--- src/sv/tlbpt_pkg.sv ---
// Shared constants, types and the page number reduction table for the TLB translator.
// No dependencies; every other file of the block imports this package.
`default_nettype none

package tlbpt_pkg;

   localparam int TLB_ENTRIES  = 16;
   localparam int PAGE_COUNT   = 256;

   localparam int ADDR_W       = 16;
   localparam int OFFSET_W     = 8;
   localparam int PAGE_IN_W    = ADDR_W - OFFSET_W;
   localparam int FRAME_W      = 8;
   localparam int NEXT_FRAME_W = 9;
   localparam int PAGE_W       = (PAGE_COUNT > 1) ? $clog2(PAGE_COUNT) : 1;
   localparam int FILL_W       = $clog2(TLB_ENTRIES + 1);

   typedef logic [PAGE_W-1:0] page_map_type [2**PAGE_IN_W];

   // Reduces each raw page number modulo the page table size. This is evaluated
   // once at elaboration and becomes a constant lookup table.
   function automatic page_map_type build_page_map();
      page_map_type m;
      for (int i = 0; i < 2**PAGE_IN_W; i++) begin
         m[i] = PAGE_W'(i % PAGE_COUNT);
      end
      return m;
   endfunction

   localparam page_map_type PAGE_MAP = build_page_map();

   // Commands from the controller to the datapath.
   typedef struct packed {
      logic load_req;
      logic lookup;
      logic commit;
   } tlbpt_cmd_type;

   // Status from the datapath to the controller.
   typedef struct packed {
      logic rsp_free;
   } tlbpt_status_type;

endpackage

`default_nettype wire

--- src/sv/tlbpt_ctrl.sv ---
// Sequencing state machine for the TLB translator: accept, lookup, commit.
// Depends on tlbpt_pkg for the command and status structs.
`default_nettype none

module tlbpt_ctrl
   import tlbpt_pkg::*;
(
   input  wire logic             clock,
   input  wire logic             reset,
   input  wire logic             req_valid,
   output logic                  req_ready,
   input  wire tlbpt_status_type status,
   output tlbpt_cmd_type         cmd
);

   localparam logic [1:0] S_IDLE   = 2'd0;
   localparam logic [1:0] S_LOOKUP = 2'd1;
   localparam logic [1:0] S_UPDATE = 2'd2;

   logic [1:0] state_ff;
   logic [1:0] state_in;

   always_comb begin
      state_in  = state_ff;
      req_ready = 1'b0;
      cmd       = '0;
      case (state_ff)
         S_IDLE: begin
            req_ready = 1'b1;
            if (req_valid) begin
               cmd.load_req = 1'b1;
               state_in     = S_LOOKUP;
            end
         end
         S_LOOKUP: begin
            cmd.lookup = 1'b1;
            state_in   = S_UPDATE;
         end
         S_UPDATE: begin
            // The commit waits until the result register can take the beat.
            if (status.rsp_free) begin
               cmd.commit = 1'b1;
               req_ready  = 1'b1;
               if (req_valid) begin
                  cmd.load_req = 1'b1;
                  state_in     = S_LOOKUP;
               end else begin
                  state_in = S_IDLE;
               end
            end
         end
         default: begin
            state_in = S_IDLE;
         end
      endcase
   end

   always_ff @(posedge clock) begin
      if (reset) begin
         state_ff <= S_IDLE;
      end else begin
         state_ff <= state_in;
      end
   end

endmodule

`default_nettype wire

--- src/sv/tlbpt_dp.sv ---
// Datapath of the TLB translator: request register, TLB, page table, frame
// allocator and result register. Depends on tlbpt_pkg.
`default_nettype none

module tlbpt_dp
   import tlbpt_pkg::*;
(
   input  wire logic                clock,
   input  wire logic                reset,
   input  wire tlbpt_cmd_type       cmd,
   output tlbpt_status_type         status,
   input  wire logic [ADDR_W-1:0]   req_logical_address,
   input  wire logic                rsp_ready,
   output logic                     rsp_valid,
   output logic [ADDR_W-1:0]        rsp_phys_addr,
   output logic                     rsp_tlb_hit,
   output logic                     rsp_page_fault
);

   // Request register.
   logic [PAGE_W-1:0]   page_ff;
   logic [OFFSET_W-1:0] offset_ff;

   // TLB.
   logic [PAGE_W-1:0]      tlb_page_ff  [TLB_ENTRIES];
   logic [FRAME_W-1:0]     tlb_frame_ff [TLB_ENTRIES];
   logic [TLB_ENTRIES-1:0] tlb_valid_ff;
   logic [FILL_W-1:0]      tlb_fill_ff;
   logic                   tlb_full;

   // Page table.
   logic [FRAME_W-1:0]    page_frame_ff [PAGE_COUNT];
   logic [PAGE_COUNT-1:0] page_valid_ff;
   logic [NEXT_FRAME_W-1:0] next_frame_ff;

   // Lookup results.
   logic               hit_in;
   logic [FRAME_W-1:0] hit_frame_in;
   logic               hit_ff;
   logic [FRAME_W-1:0] hit_frame_ff;
   logic               pg_valid_ff;
   logic [FRAME_W-1:0] rd_frame_ff;

   // Commit values.
   logic               fault;
   logic               miss;
   logic [FRAME_W-1:0] frame_sel;

   // Result register.
   logic                rsp_valid_ff;
   logic [ADDR_W-1:0]   rsp_addr_ff;
   logic                rsp_hit_ff;
   logic                rsp_fault_ff;

   always_ff @(posedge clock) begin
      if (cmd.load_req) begin
         page_ff   <= PAGE_MAP[req_logical_address[ADDR_W-1:OFFSET_W]];
         offset_ff <= req_logical_address[OFFSET_W-1:0];
      end
   end

   // Fully associative compare; the lowest matching slot wins.
   always_comb begin
      hit_in       = 1'b0;
      hit_frame_in = '0;
      for (int i = TLB_ENTRIES - 1; i >= 0; i--) begin
         if (tlb_valid_ff[i] && (tlb_page_ff[i] == page_ff)) begin
            hit_in       = 1'b1;
            hit_frame_in = tlb_frame_ff[i];
         end
      end
   end

   always_ff @(posedge clock) begin
      if (cmd.lookup) begin
         hit_ff       <= hit_in;
         hit_frame_ff <= hit_frame_in;
         pg_valid_ff  <= page_valid_ff[page_ff];
      end
   end

   assign miss      = !hit_ff;
   assign fault     = !hit_ff && !pg_valid_ff;
   assign frame_sel = hit_ff      ? hit_frame_ff :
                      pg_valid_ff ? rd_frame_ff  : next_frame_ff[FRAME_W-1:0];
   assign tlb_full  = (tlb_fill_ff == FILL_W'(TLB_ENTRIES));

   // Page table frame memory: one write port, one registered read port.
   always_ff @(posedge clock) begin
      if (cmd.commit && fault) begin
         page_frame_ff[page_ff] <= next_frame_ff[FRAME_W-1:0];
      end
      if (cmd.lookup) begin
         rd_frame_ff <= page_frame_ff[page_ff];
      end
   end

   always_ff @(posedge clock) begin
      if (reset) begin
         page_valid_ff <= '0;
         next_frame_ff <= '0;
      end else if (cmd.commit && fault) begin
         page_valid_ff[page_ff] <= 1'b1;
         next_frame_ff          <= next_frame_ff + NEXT_FRAME_W'(1);
      end
   end

   // TLB tags and frames: FIFO insert on every miss.
   always_ff @(posedge clock) begin
      if (cmd.commit && miss) begin
         for (int i = 0; i < TLB_ENTRIES; i++) begin
            if (tlb_full) begin
               if (i < TLB_ENTRIES - 1) begin
                  tlb_page_ff[i]  <= tlb_page_ff[i+1];
                  tlb_frame_ff[i] <= tlb_frame_ff[i+1];
               end else begin
                  tlb_page_ff[i]  <= page_ff;
                  tlb_frame_ff[i] <= frame_sel;
               end
            end else if (tlb_fill_ff == FILL_W'(i)) begin
               tlb_page_ff[i]  <= page_ff;
               tlb_frame_ff[i] <= frame_sel;
            end
         end
      end
   end

   always_ff @(posedge clock) begin
      if (reset) begin
         tlb_valid_ff <= '0;
         tlb_fill_ff  <= '0;
      end else if (cmd.commit && miss) begin
         for (int i = 0; i < TLB_ENTRIES; i++) begin
            if (tlb_full) begin
               if (i < TLB_ENTRIES - 1) begin
                  tlb_valid_ff[i] <= tlb_valid_ff[i+1];
               end else begin
                  tlb_valid_ff[i] <= 1'b1;
               end
            end else if (tlb_fill_ff == FILL_W'(i)) begin
               tlb_valid_ff[i] <= 1'b1;
            end
         end
         if (!tlb_full) begin
            tlb_fill_ff <= tlb_fill_ff + FILL_W'(1);
         end
      end
   end

   // Result register.
   always_ff @(posedge clock) begin
      if (reset) begin
         rsp_valid_ff <= 1'b0;
      end else if (cmd.commit) begin
         rsp_valid_ff <= 1'b1;
      end else if (rsp_ready) begin
         rsp_valid_ff <= 1'b0;
      end
   end

   always_ff @(posedge clock) begin
      if (cmd.commit) begin
         rsp_addr_ff  <= {frame_sel, offset_ff};
         rsp_hit_ff   <= hit_ff;
         rsp_fault_ff <= fault;
      end
   end

   assign status.rsp_free = !rsp_valid_ff || rsp_ready;
   assign rsp_valid       = rsp_valid_ff;
   assign rsp_phys_addr   = rsp_addr_ff;
   assign rsp_tlb_hit     = rsp_hit_ff;
   assign rsp_page_fault  = rsp_fault_ff;

endmodule

`default_nettype wire

--- src/sv/tlb_page_table_translator.sv ---
// Top level of the demand-paging address translator with a FIFO-replaced TLB.
// Instantiates tlbpt_ctrl and tlbpt_dp; depends on tlbpt_pkg.
//
// Usage: a 16-bit logical address arrives as one req_ beat (valid/ready). Its
// upper byte is the page and its lower byte the offset. Every request beat
// produces exactly one rsp_ beat carrying the physical address (frame * 256 +
// offset), a TLB hit flag and a page fault flag. A fault means the page had no
// frame yet; the next free frame has been assigned and the page should be loaded.
//
// Timing: a request is accepted into the request register, then passes a lookup
// state that compares the page against all TLB slots and reads the page table
// frame memory, whose read port is registered, and then a commit state that
// commits the page table and TLB updates and loads the result register. A new
// request can be accepted in the commit cycle, once the result register can take
// the beat, so a request can enter while the previous one commits.
//
// Reset clears the TLB valid bits and fill count, the page table valid bits
// and the free frame counter; frame memory contents need no clearing. If the
// receiver stalls, one finished result waits in the result register while the
// next request is looked up; that request then holds in its commit cycle, and
// no further request is taken until the result register frees.
`default_nettype none

module tlb_page_table_translator
   import tlbpt_pkg::*;
(
   input  wire logic              clock,
   input  wire logic              reset,
   input  wire logic              req_valid,
   output logic                   req_ready,
   input  wire logic [ADDR_W-1:0] req_logical_address,
   output logic                   rsp_valid,
   input  wire logic              rsp_ready,
   output logic [ADDR_W-1:0]      rsp_phys_addr,
   output logic                   rsp_tlb_hit,
   output logic                   rsp_page_fault
);

   tlbpt_cmd_type    cmd;
   tlbpt_status_type status;

   tlbpt_ctrl u_ctrl (
      .clock     (clock),
      .reset     (reset),
      .req_valid (req_valid),
      .req_ready (req_ready),
      .status    (status),
      .cmd       (cmd)
   );

   tlbpt_dp u_dp (
      .clock               (clock),
      .reset               (reset),
      .cmd                 (cmd),
      .status              (status),
      .req_logical_address (req_logical_address),
      .rsp_ready           (rsp_ready),
      .rsp_valid           (rsp_valid),
      .rsp_phys_addr       (rsp_phys_addr),
      .rsp_tlb_hit         (rsp_tlb_hit),
      .rsp_page_fault      (rsp_page_fault)
   );

   // A translation cannot both hit in the TLB and fault.
   assert property (@(posedge clock) disable iff (reset)
      rsp_valid |-> !(rsp_tlb_hit && rsp_page_fault))
      else $error("result flags both a TLB hit and a page fault");

   // The lookup cycle always follows an accepted beat, so no back-to-back accept.
   assert property (@(posedge clock) disable iff (reset)
      (req_valid && req_ready) |=> !req_ready)
      else $error("request accepted during the lookup cycle");

   // An accepted request reaches the result register after its lookup and commit.
   assert property (@(posedge clock) disable iff (reset)
      (req_valid && req_ready) |-> ##3 rsp_valid)
      else $error("accepted request produced no result");

endmodule

`default_nettype wire
--- config.mk ---
export PLATFORM = sky130hd
export DESIGN_NAME = tlb_page_table_translator
export DESIGN_NICKNAME = d
export VERILOG_FILES = /design/src/sv/tlbpt_pkg.sv /design/src/sv/tlbpt_ctrl.sv /design/src/sv/tlbpt_dp.sv /design/src/sv/tlb_page_table_translator.sv
export SDC_FILE = /design/constraint.sdc
export NUM_CORES = 2
export LEC_CHECK = 0
export BUFFER_PORTS_ARGS = -buffer_cell sky130_fd_sc_hd__buf_2
export CAP_MARGIN = 25
export CORE_ASPECT_RATIO = 0.6
export CORE_MARGIN = 1
export CORE_UTILIZATION = 42
export CTS_CLUSTER_DIAMETER = 50
export DETAILED_ROUTE_END_ITERATION = 7
export PLACE_DENSITY = 0.55
export SLEW_MARGIN = 30
export SYNTH_ARGS = -nofsm -noshare
export SYNTH_HDL_FRONTEND = slang
export SYNTH_SLANG_ARGS = --single-unit
--- constraint.sdc ---
create_clock -name clock -period 5.18 [get_ports clock]
set_clock_uncertainty 0.2 [all_clocks]
set_input_delay 0.777 -clock clock [delete_from_list [all_inputs] [get_ports clock]]
set_output_delay 0.777 -clock clock [all_outputs]
set_load 0.005 [all_outputs]
Word-level counts from Yosys, hierarchy flattened
Memories as Yosys holds them, arrays and structs flattened. A register that Yosys moved wholly into a read port is not among the register bits.
Index checks and enable logic that the tools add are counted.

operators by class
  bitwise logic cells = 35
  reduce and logical (&&, ||, !) cells = 62
  magnitude comparators = 2
  $add $sub $neg = 2
  multiplexer cells = 169
  equality and inequality tests = 36

operator list
  kind                                                                   count
  8-bit two-way mux                                                      50
  256-bit bitwise OR                                                     1
  8-bit == test                                                          16
  1-bit two-way mux                                                      112
  5-bit by 4-bit == test with 1-bit output, second input constant        8
  2-bit AND reduction                                                    18
  2-bit nonzero test                                                     17
  1-bit bitwise OR                                                       32
  5-bit by 3-bit == test with 1-bit output, second input constant        4
  1-bit logical AND                                                      20
  15-bit OR reduction                                                    1
  5-bit by 2-bit == test with 1-bit output, second input constant        2
  9-bit by 1-bit adder with 9-bit output, second input constant          1
  8-bit by 9-bit < comparator with 1-bit output, second input constant   1
  8-bit inverter with 9-bit output                                       1
  1-bit binary-select mux with 8-bit select                              1
  1-bit demux with 8-bit select                                          1
  8-bit by 1-bit >= comparator with 1-bit output, second input constant  1
  2-bit one-hot mux with 3 select lines                                  1
  5-bit by 1-bit adder with 5-bit output, second input constant          1
  5-bit by 1-bit == test with 1-bit output, second input constant        1
  5-bit == test, second input constant                                   1
  5-bit logical NOT                                                      1
  2-bit two-way mux                                                      2
  other kinds (8)                                                        12

storage, ports and cells
  RAM bits = 2304
  memory bits (read-only) = 2048
  input bits = 20
  output and inout bits = 20
  bits in registers = 325
  memories kept = 4
  word-level logic and storage cells = 338

memories
  name                depth  bits a word  read ports  clocked after memory_dff  wr ports  line            text
  (no name shown)     256    8            1           1                         0         tlbpt_dp.sv:57  page_ff <= PAGE_MAP[req_logical_address[ADDR_W-1:OFFSET_W]];
  u_dp.page_frame_ff  256    8            1           1                         1         tlbpt_dp.sv:32  logic [FRAME_W-1:0] page_frame_ff [PAGE_COUNT];
  u_dp.tlb_frame_ff   16     8            16          0                         16        tlbpt_dp.sv:26  logic [FRAME_W-1:0] tlb_frame_ff [TLB_ENTRIES];
  u_dp.tlb_page_ff    16     8            16          0                         16        tlbpt_dp.sv:25  logic [PAGE_W-1:0] tlb_page_ff [TLB_ENTRIES];

Depth between registers and ports, before layout
An unclocked memory read counts as a cell.

  word-level depth = 19
  depth in mapped cells = 12
  gate-level depth less buffers = 7

Modules after synthesis
Synthesis repeated with hierarchy kept, for this count alone.

unflattened totals
  cells, all modules = 5879
  area total of the unflattened synthesis = 104293.8 um^2

by module, submodules not included
  module      area each (um^2)  cells each  instances  sequential area each (um^2)
  tlbpt_dp    104164.9          5868        1          76473.3
  tlbpt_ctrl  128.9             11          1          40.0

Worst setup path before layout
No wires, ideal clock.

  kind = register to register
  start = reg u_dp.next_frame_ff[2]
  end = reg u_dp.next_frame_ff[5]
  path buffers = 0
  path slack = 0.035 ns
  cell stages (with the launch flop) = 7
  library setup time = 0.079 ns
  period minus slack after synthesis = 5.145 ns
  data required time = 4.901 ns
  arrival time = 4.866 ns
  path through = dfxtp_1 -> nor2b_1 -> nand3_1 -> nor2_1 -> nand3_1 -> xor2_1 -> nor2_1

on the way
  word-level cells in the longest chain between the ends = 1

RTL lines
  item                                    line             text
  start, declared                         tlbpt_dp.sv:34   logic [NEXT_FRAME_W-1:0] next_frame_ff;
  start signal, assigned                  tlbpt_dp.sv:104  next_frame_ff <= next_frame_ff + NEXT_FRAME_W'(1);
  9-bit by 1-bit adder with 9-bit output  tlbpt_dp.sv:104

No other way between the ends.
A chain may end at the register's enable or synchronous reset.

Worst setup path after layout
  start = reg u_dp.page_ff[0]
  end = reg u_dp.hit_frame_ff[1], data pin

on the way
  word-level cells in the longest chain between the ends = 18
  elaborated cells on any way between the ends = 48
  classes of those cells = 16 x eq/ne; 16 x mux; 16 x reduce/logical

RTL lines
  item                              line            text
  start, declared                   tlbpt_dp.sv:21  logic [PAGE_W-1:0] page_ff;
  8-bit == test                     tlbpt_dp.sv:67  if (tlb_valid_ff[i] && (tlb_page_ff[i] == page_ff)) begin
  1-bit logical AND                 tlbpt_dp.sv:67
  8-bit two-way mux (15 in series)  tlbpt_dp.sv:67
  8-bit two-way mux *               tlbpt_dp.sv:67
  named net u_dp.hit_frame_in[1]    tlbpt_dp.sv:38  logic [FRAME_W-1:0] hit_frame_in;
  end signal, assigned              tlbpt_dp.sv:77  hit_frame_ff <= hit_frame_in;
  end, declared                     tlbpt_dp.sv:40  logic [FRAME_W-1:0] hit_frame_ff;

Mark *: on every way through the listed nets, which the timed path passes. The rest lies on a longest branch.

==> flow_summary_export.csv <==
group,metric,value,unit
critical_path,setup.worst_path.class,"flop to flop",
sta,hold_violations,0,
clock_tree,root_buffer,"clkbuf_16",
clock_tree,cts_setup_buffers,0,
die,die_h,390,um
power,power_density,351,nW/um^2
worst_hold_path,hold_path_class,"flop to flop",
clock_tree,clk_path_buf_depth,4,
detailed_routing,finalWirelength,287000,um
global_route,grt_max_degree,158,
sta,fmax,223,MHz
critical_path,worstPathRequired,5.54,ns
placement,numPortBuffers,39,
sta,tns,0,ns
clock_tree,post_cts_resized,0,
clock_tree,tritoncts,"done",
detailed_routing,via_count,56534,
logic_synthesis,synthCells,5760,
logic_synthesis,synth-edff-count,2356,
placement,hpwlAfterDp,181000,um
logic_synthesis,yosys_warnings,0,
outcome,status,"completed",
critical_path,arrival,4.84,ns
detailed_routing,vias_per_cell,5.89,
critical_path,crit_fanout,21,
sta,setup_viol,0,
critical_path,r2r_slack,0.70,ns
logic_synthesis,synth_area_per_cell,18.3,um^2
die,num_rows,142,
finish,layout.nets,6114,
logic_synthesis,ys_seq_area_share,72.5,%
finish,layout_common_cells,"edfxtp_1, mux4_2, nor2_1, buf_4, a21oi_1",
critical_path,r2r-start,"u_dp.page_ff[0]",
clock_tree,cts.sinks,2644,
critical_path,slowest_stage,"a211oi_1",
die,start_util,42.3,%
detailed_routing,drt_iter0_markers,7069,
sta,worst_pin_slew,1.01,ns
global_route,overflow,0,
global_route,grt_pass1_wl,411000,um
logic_synthesis,ys.flop_type,"edfxtp_1",
worst_hold_path,worstHoldStart,"u_dp.offset_ff[0]",
power,power.total,42000,uW
finish,syn_to_final_growth,13.4,%
clock_tree,clk_pin_slew,0.06,ns
detailed_routing,drc,0,
worst_hold_path,min_to,"u_dp.rsp_phys_addr[0]",
logic_synthesis,synth_area,106000,um^2
clock_tree,h-tree-depth,4,
flow_run,drv_cap,0,
logic_synthesis,syn-num-nets,5786,
power,ir_drop,0.281,mV
die,core-area,250000,um^2
critical_path,slowest_delay,0.73,ns
critical_path,cp-start-kind,"flop",
sta,timing.hold.ws,0.216,ns
sta,post-route-min-period,4.48,ns
critical_path,ff2ff_path_depth,8,
global_route,antenna_found_initial,10,
critical_path,crit_path_end_kind,"flop",
clock_tree,clk_latency,0.90,ns
detailed_routing,wl_per_cell,29.9,um
finish,final_common_cell,"edfxtp_1",
critical_path,crit_chain,"buf_12 -> xnor2_1 -> nand4_1 -> or3_1 -> a311oi_1 -> nor3_1 -> a211oi_1 -> o2bb2ai_1",
finish,final_layout_size_suffix_gt1_share,26.7,%
logic_synthesis,async_flop_share,0,%
critical_path,r2r_end,"u_dp.hit_frame_ff[1]",
die,die_area,253000,um^2
detailed_routing,first_pass_iters,5,
finish,layout.cells.non_filler,9596,
sta,drv_slew,0,
die,ios,40,
power,power.leakage,0.0410,uW
detailed_routing,ant_nets,0,
placement,placed_cells,9131,
clock_tree,numCtsBuffers,244,
finish,fin_area,120000,um^2
global_route,grt_pass1_vias,54581,
logic_synthesis,synth-seq-cells,2644,
worst_hold_path,holdPathStages,0,
placement,placed_area,112000,um^2
sta,timing.slew.headroom,32.5,%
sta,finalCritPeriodShare,86.4,%
global_route,grt_usage,22.4,%
die,die_x,649,um
placement,gp_congestion,0.875,
logic_synthesis,yosysUniqueCellTypes,63,
sta,rsz0062_at_grt,"no",
[state kept, by name (all words and copies together) (netlist names), 2 cells and up]
signal / count
u_dp.tlb_page_ff: 128
u_dp.next_frame_ff: 8
u_dp.rsp_phys_addr: 16
u_dp.page_valid_ff: 256
u_dp.page_ff: 8
u_ctrl.state_ff: 2
u_dp.rd_frame_ff: 8
u_dp.tlb_valid_ff: 16
u_dp.tlb_fill_ff: 5
u_dp.hit_frame_ff: 8
u_dp.offset_ff: 8
u_dp.page_frame_ff: 2048
u_dp.tlb_frame_ff: 128
[logic make-up after synthesis]
family	share of synthesized area, %
compound gates	3.39
buf+inv	1.82
mux	16.7
simple gates	4.41
xor+xnor	1.14
flops	72.5
fa+ha+maj	0.0711
[timing repair]
action                     CTS  global route
setup endpoints to repair    0             0
hold buffers                17             1
hold endpoints to repair    17             5
[cells in the mapped netlist, drive strengths merged, types with 10 or more instances]
cell type / instances / area (um^2)
a311oi: 11 / 96.3
xor2: 21 / 184
xnor2: 116 / 1020
a221oi: 14 / 123
nor3: 50 / 265
edfxtp: 2356 / 70700
mux4: 711 / 16000
o21ai: 143 / 716
and2: 10 / 62.6
nand2b: 14 / 87.6
nor2: 582 / 2190
dfxtp: 288 / 5770
a31oi: 17 / 106
a22o: 13 / 114
a211oi: 12 / 90.1
nor4: 22 / 156
a22oi: 47 / 353
nor2b: 18 / 113
a21oi: 304 / 1520
nand3: 89 / 445
clkbuf: 203 / 762
buf: 179 / 1040
nand4: 25 / 156
mux2: 121 / 1360
o211ai: 10 / 75.1
mux2i: 20 / 200
and3: 12 / 75.1
inv: 29 / 109
nand2: 245 / 920
[through the flow]
step                      util, %  setup slack (ns)
final                        47.9             0.703
after global placement       44.7             0.391
after detailed placement     44.8             0.762
after CTS                    47.9             0.739
after global routing         47.9             0.515
after floorplan                 -            0.0352
[worst max-delay path by stage]
stage	from	to	slack [ns]
after floorplan	u_dp.next_frame_ff[2]	u_dp.next_frame_ff[5]	0.04
final	u_dp.page_ff[0]	u_dp.hit_frame_ff[1]	0.70
after detailed placement	u_dp.page_ff[0]	u_dp.rd_frame_ff[5]	0.76
after global placement	u_dp.page_ff[0]	u_dp.rd_frame_ff[5]	0.39
after global routing	u_dp.page_ff[0]	u_dp.rd_frame_ff[5]	0.51
after CTS	u_dp.page_ff[0]	u_dp.rd_frame_ff[5]	0.74
[cell type report]
class                           instances  area, um^2
Fill cell                           20639      130000
Antenna cell                            1        2.50
Tap cell                             3312        4140
Timing Repair Buffer                  464        3950
Clock inverter                        115         968
Sequential cell                      2644       76500
Clock buffer                          326        6640
Multi-Input combinational cell       2705       27300
Inverter                               29         109
[where the power goes]
| group | internal, uW | switching (uW) |
|---|---|---|
| clock network | 9740 | 7930 |
| registers | 22900 | 26.0 |
| logic | 505 | 911 |
[layer usage]
layer	track usage (%)	wire length (um)	up-vias	share of wire, %
met5	0	31	-	0.011
met1	37.2	139000	30075	49
met4	3.81	4380	4	1.5
met2	29.3	114000	2431	40
met3	5.92	28900	310	10
li1	-	-	23714	-
[worst max-delay path, delay by kind of cell (launching register included)]
kind                      cells  cell delay [ns]
and+or+nand+nor               3             1.09
DFF                           1             0.53
xor gates and xnor gates      1             0.39
AOI/OAI and AO/OA             3             1.64
buffers and inverters         1             0.27
No activity file was read; power rests on OpenSTA's default activity.
